`src/nfsa_pkg.sv`:
```
// Shared constants, codes, state and handshake types for the next-fit id allocator.
// No dependencies; imported by the datapath, the controller and the top level.
`default_nettype none

package nfsa_pkg;

  localparam int ID_W      = 16;
  localparam int ID_SPAN   = 1 << ID_W;
  localparam int FIELD_W   = 16;
  localparam int OP_W      = 2;
  localparam int ST_W      = 2;
  localparam int TDATA_W   = 24;

  // used-mark bitmap is stored as words; at least two words in the store
  localparam int WORD_W    = ((ID_SPAN / 2) < 32) ? (ID_SPAN / 2) : 32;
  localparam int WORD_BITS = $clog2(WORD_W);
  localparam int NWORDS    = ID_SPAN / WORD_W;
  localparam int WADDR_W   = ID_W - WORD_BITS;

  localparam logic [ID_W-1:0] ID_MAXV = '1;

  localparam logic [OP_W-1:0] OP_ALLOC  = 2'd0;
  localparam logic [OP_W-1:0] OP_LOOKUP = 2'd1;
  localparam logic [OP_W-1:0] OP_CLOSE  = 2'd2;

  localparam logic [ST_W-1:0] ST_OK        = 2'd0;
  localparam logic [ST_W-1:0] ST_NOT_FOUND = 2'd1;
  localparam logic [ST_W-1:0] ST_TOO_MANY  = 2'd2;

  typedef enum logic [2:0] {
    S_CLEAR,
    S_IDLE,
    S_LOOK,
    S_EVAL,
    S_SCAN,
    S_RESP
  } state_e_t;

  typedef struct packed {
    logic clear;
    logic accept;
    logic scan;
    logic eval;
    logic load_out;
  } cmd_t;

  typedef struct packed {
    logic clr_done;
    logic in_alloc;
    logic scan_done;
    logic out_free;
  } stat_t;

  // index of the lowest set bit
  function automatic logic [WORD_BITS-1:0] lowest_set(input logic [WORD_W-1:0] v);
    logic [WORD_BITS-1:0] r;
    r = '0;
    for (int i = WORD_W - 1; i >= 0; i--) begin
      if (v[i]) r = WORD_BITS'(i);
    end
    return r;
  endfunction

endpackage

`default_nettype wire

```
`src/nfsa_ctrl.sv`:
```
// Controller state machine: clearing pass, request intake, scan/lookup sequencing, result hand-off.
// Depends on nfsa_pkg; talks to nfsa_datapath only through cmd_t / stat_t.
`default_nettype none

module nfsa_ctrl (
  input  wire logic            clk,
  input  wire logic            rst_n,
  input  wire logic            in_tvalid,
  output logic                 in_tready,
  input  wire nfsa_pkg::stat_t stat,
  output nfsa_pkg::cmd_t       cmd
);
  import nfsa_pkg::*;

  state_e_t state_r, state_nxt;

  always_ff @(posedge clk) begin
    if (!rst_n) state_r <= S_CLEAR;
    else        state_r <= state_nxt;
  end

  always_comb begin
    state_nxt = state_r;
    cmd       = '0;
    in_tready = 1'b0;
    unique case (state_r)
      S_CLEAR: begin
        cmd.clear = 1'b1;
        if (stat.clr_done) state_nxt = S_IDLE;
      end
      S_IDLE: begin
        in_tready = 1'b1;
        if (in_tvalid) begin
          cmd.accept = 1'b1;
          state_nxt  = stat.in_alloc ? S_SCAN : S_LOOK;
        end
      end
      S_LOOK: state_nxt = S_EVAL;
      S_EVAL: begin
        cmd.eval  = 1'b1;
        state_nxt = S_RESP;
      end
      S_SCAN: begin
        cmd.scan = 1'b1;
        if (stat.scan_done) state_nxt = S_RESP;
      end
      S_RESP: begin
        // wait here while the previous result is still unread
        if (stat.out_free) begin
          cmd.load_out = 1'b1;
          state_nxt    = S_IDLE;
        end
      end
      default: state_nxt = S_CLEAR;
    endcase
  end

endmodule

`default_nettype wire
```
`config.mk`:
```
export PLATFORM = sky130hd
export DESIGN_NAME = nfsa_ctrl
export DESIGN_NICKNAME = d
export VERILOG_FILES = /design/src/nfsa_pkg.sv /design/src/nfsa_ctrl.sv
export SDC_FILE = /design/constraint.sdc
export NUM_CORES = 1
export LEC_CHECK = 0
export ABC_AREA = 1
export CAP_MARGIN = 20
export CORE_AREA = 2 2 39 41
export DETAILED_ROUTE_END_ITERATION = 10
export DIE_AREA = 0 0 41 43
export DONT_BUFFER_PORTS = 1
export GPL_ROUTABILITY_DRIVEN = 1
export SYNTH_ARGS = -nofsm -noshare
export SYNTH_HDL_FRONTEND = slang
export SYNTH_SLANG_ARGS = --single-unit
```
`constraint.sdc`:
```
create_clock -name clk -period 1.4 [get_ports clk]
set_input_delay 0.07 -clock clk [delete_from_list [all_inputs] [get_ports clk]]
set_output_delay 0.07 -clock clk [all_outputs]
set_load 0.005 [all_outputs]
```
# Yosys cells after proc, flatten, opt, wreduce, memory -nomap -nowiden
# Index checks and enable logic that the tools add are counted.
[word_totals]
ff_bits = 3
input_bits = 7
out_inout_bits = 6
word_cells = 26
[op_classes]
n_eq_ne = 9
muxes = 14
reduce_logical = 2
[ops]
columns = ["operator", "n"]
rows = [
  ["3-bit one-hot mux with 6 select lines", 1],
  ["3-bit two-way mux", 5],
  ["1-bit two-way mux", 8],
  ["2-bit != test, second input constant", 4],
  ["3-bit by 2-bit equality test with 1-bit output, second input constant", 2],
  ["3-bit equality test, second input constant", 2],
  ["4-bit AND reduction", 1],
  ["3-bit by 1-bit equality test with 1-bit output, second input constant", 1],
  ["3-bit logical NOT", 1],
]

# Logic depth before layout (Yosys ltp)
[logic_depth]
ltp_word = 3
mapped_depth = 7
ltp_nobuf = 7

# Worst setup path after synthesis
# Ideal clock, no wire load.
[synth_timing]
kind = "reg-to-reg"
from = "register state_r[0]"
to = "register state_r[2]"
arrival_time_ns = 0.865
path_slack_ns = 0.420
path_stages_with_launch = 7
period_less_slack_ns = 0.980
cell_sequence = "dfxtp_1 > nor2_2 > nand3_1 > nand2_2 > inv_2 > a21oi_1 > nor2_1"
[synth_between]
elab_chain_len = 3
word_cells_on_any_way = 12
classes_between = "eq/ne: 9; mux: 1; reduce/logical: 2"
[synth_lines]
columns = ["element", "line", "source"]
rows = [
  ["start, declared", "nfsa_ctrl.sv:15", "state_e_t state_r, state_nxt;"],
  ["start signal, assigned", "nfsa_ctrl.sv:19", "else state_r <= state_nxt;"],
  ["3-bit equality test (tied with other cells)", "nfsa_ctrl.sv:26", "unique case (state_r)"],
  ["2-bit != test (no source line)", "-", ""],
  ["4-bit AND reduction (no source line)", "-", ""],
]
# Several ways; a longest one is shown, not always the timed one.
# A chain may end at the register's enable or synchronous reset.

# Worst setup path after layout
[layout_timing]
from = "register state_r[1]"
to = "register state_r[2]"
# Same word-level chain as after synthesis.

==> run summary <==
Fraction of layout instances using a drive strength above 1: 31.3%
Critical Setup Path Class: flip-flop to flip-flop
Number of endpoints failing setup at the final stage: 0
Critical path fanouts, max: 5
Part of the power in registers: 24.4%
Number of antenna violations at the first check in global routing: 0
Number of standard-cell rows in the floorplan: 14
Initial core utilization: 18.4%
Combinational family with the most area after synthesis: simple AND/OR/NAND/NOR gates
Number of buffers created by CTS: 3
Yosys warning total: 0
Total die area: 0.00176 mm^2
Detailed-router iteration count before antenna repair: 2
Least-Margin Pin Slew: 212 ps
Clock slew seen by the registers of the worst setup and hold paths: 40 ps
Crit Reg-Reg Endpoint: state_r[2]
Cell breakdown of the critical path: inv_2, nand3_1, nor2_2, nor2_4, nand3_1, nand2_1, nor2_1
CP endpoint kind: flip-flop
Area of all placed cells without fillers: 310 um^2
Routability congestion estimate: 0.698
Cell area after synthesis: 254 um^2
Die outline height: 43 um
CTS tree: yes
Origin of the critical flop-to-flop path: state_r[1]
Syn Inst Count: 43
Register with the highest flop count: state_r
Final worst path period need: 1090 ps
Startpoint of the tightest hold check path: stat[2]
Root buffer cell: clkbuf_4
Number of gates given a new drive strength after cts: 0
Combinational Power Share: 54.0%
Final hold vios: 0
Synth Area per Inst: 5.91 um^2
Number of nets with antenna violations after detailed routing: 0
Unrepaired setup endpoints after global routing: no
Adder-Cell Fraction of Synth Area: 0%
CTS HTree Levels: 1
Critical path startpoint category: flip-flop
DR iter-0 viols: 1
Core region area: 0.00138 mm^2
Worst slack, placed: 312 ps
Psw: 0.355 mW
Post-layout net count: 56
Clock network fraction of total power: 21.6%
Count of state elements after synthesis: 3
Largest registers ranked by flip-flop count: state_r x3
Relative slew slack: 85.7%
Number of placed I/O pins: 13
Ratio of routed vias to standard cells: 4.16
Clock Skews: 3.39 ps
Fill cell total of the finished layout: 162
Remaining global-route overflow: 0
Largest stage delay on the critical path: 410 ps
Class of the tightest hold or removal check: input port to flip-flop
Portion of the post-synthesis area used by sequential elements: 23.6%
Worst endpoint required time: 1530 ps
Total global-route track usage: 8.83%
Number of flip-flops under the largest register name: 3
Fraction of the mapped netlist area in compound gates: 7.88%
Cell count of the worst reg-to-reg path: 7
Max rail drop VDD: 0.000579 V
Hold Crit Depth: 3
Endpoint of the worst hold path: state_r[1]
Pin count of the biggest net entering global routing: 7
Leakage power figure: 0.155 nW
Data arrival time of the critical path: 1220 ps
Net count after synthesis: 50
Power density of the placed cells: 2320 mW/mm^2
Simple-gate area share of the yosys netlist: 53.7%
Master of the slowest instance on the critical path: dfxtp_1
Width of the chip: 41 um
Final antenna diode count: 0
Routed length per placed instance: 9.22 um
Final count of pins violating max slew: 0
Detail Placement HPWL: 461 um
Share of cell area taken by muxes after synthesis: 0%
Worst-case register-to-register setup slack: 310 ps
DR DRC count: 0
Clock network latency to the later pin of the worst-skew pair: 230 ps
Wire length of the first global-routing pass: 986 um
Final-layout setup total negative slack: 0 ps
Status: completed
Post-Synth XOR/XNOR Area: 0%
Number of buffers on the longest clock path: 2
Via total after detailed routing: 266
Total Routed Length: 590 um
MaxCap Viol Count: 0
Vias in the first global route: 267
Switching share of power: 49.2%
Power Internal: 0.367 mW
Post-synth cell types: 14
Final cycle utilization of the critical path: 77.8%
Total of buffers placed on input and output ports: 0
Sink Count: 3
Highest Clock Rate: 918 MHz
Total cell area at the placement stage: 274 um^2
Synth-to-Final Area Change: 22.2%
Most prevalent standard cell on the critical path: nand3_1
Worst-case setup margin in the final layout: 311 ps
## cells in the final DEF, fill, tap and decap left out, drive strengths merged
cell type	instances
dlygate4sd3	1
a21oi	1
nand2	5
clkbuf	4
nor2	14
inv	10
nor3	1
nand3	6
dfxtp	3
o21ai	3
## per-stage QoR
| stage | std cells | power, mW | util, % | hold slack, ps |
|---|---|---|---|---|
| CTS | 64 | 0.739 | 22.4 | 57.2 |
| floorplan | 43 | 0.498 | - | 168 |
| global placement | 59 | 0.557 | 19.8 | 174 |
| global route | 64 | 0.817 | 22.4 | 93.8 |
| detailed placement | 59 | 0.565 | 19.8 | 178 |
| finish | 64 | 0.721 | 22.4 | 71.9 |
## cells in the mapped netlist (all sizes together)
library cell,instances,area share [%]
inv,10,15
dfxtp,3,24
nand3,6,14
a21oi,1,2.0
nor2,14,28
nor3,1,3.9
o21ai,3,5.9
nand2,5,8.4
## critical path, delay by kind of cell, from the launching register on
family,cells,cell delay (ps)
flops,1,410
simple gates,6,500
buf+inv,1,80
## logic make-up after synthesis
logic type             count (synthesis)
and+or+nand+nor                       26
buffers and inverters                 10
AOI/OAI and AO/OA                      4
DFF                                    3
## power groups by stage
stage	Combinational, mW	Clock (mW)	Sequential (mW)
after global placement	0.379	0	0.178
after detailed placement	0.388	0	0.177
after global routing	0.459	0.174	0.183
after floorplan	0.331	0	0.166
final	0.390	0.156	0.176
after CTS	0.395	0.168	0.176
## how the worst max path moves through the flow
stage	start	to
after floorplan	state_r[0]	state_r[2]
after global routing	state_r[2]	state_r[2]
after CTS	state_r[1]	state_r[2]
after detailed placement	state_r[1]	state_r[2]
final	state_r[1]	state_r[2]
after global placement	state_r[1]	state_r[2]
## per-layer routing
layer / vias to the layer above / routed length [um] / global-route usage (%)
li1: 142 / - / -
met1: 116 / 256 / 9.62
met2: 8 / 281 / 12.5
met3: 0 / 53 / 4.71
met4: 0 / 0 / 6.00
met5: - / 0 / 0
## final cells by class
class	count	area [um^2]	area share, %
repair buffers	1	10.0	3.23
clock buffers	4	26.3	8.47
inverters	10	37.5	12.1
multi-input cells	30	156	50.4
flip-flops and latches	3	60.1	19.4
well taps	16	20.0	6.45
## repair_timing
action / 4_1_cts / 5_1_grt
setup buffers: 0 / 0
hold buffers: 1 / 0
endpoints found under the hold margin: 3 / 0
No activity file was read; power rests on OpenSTA's default activity.
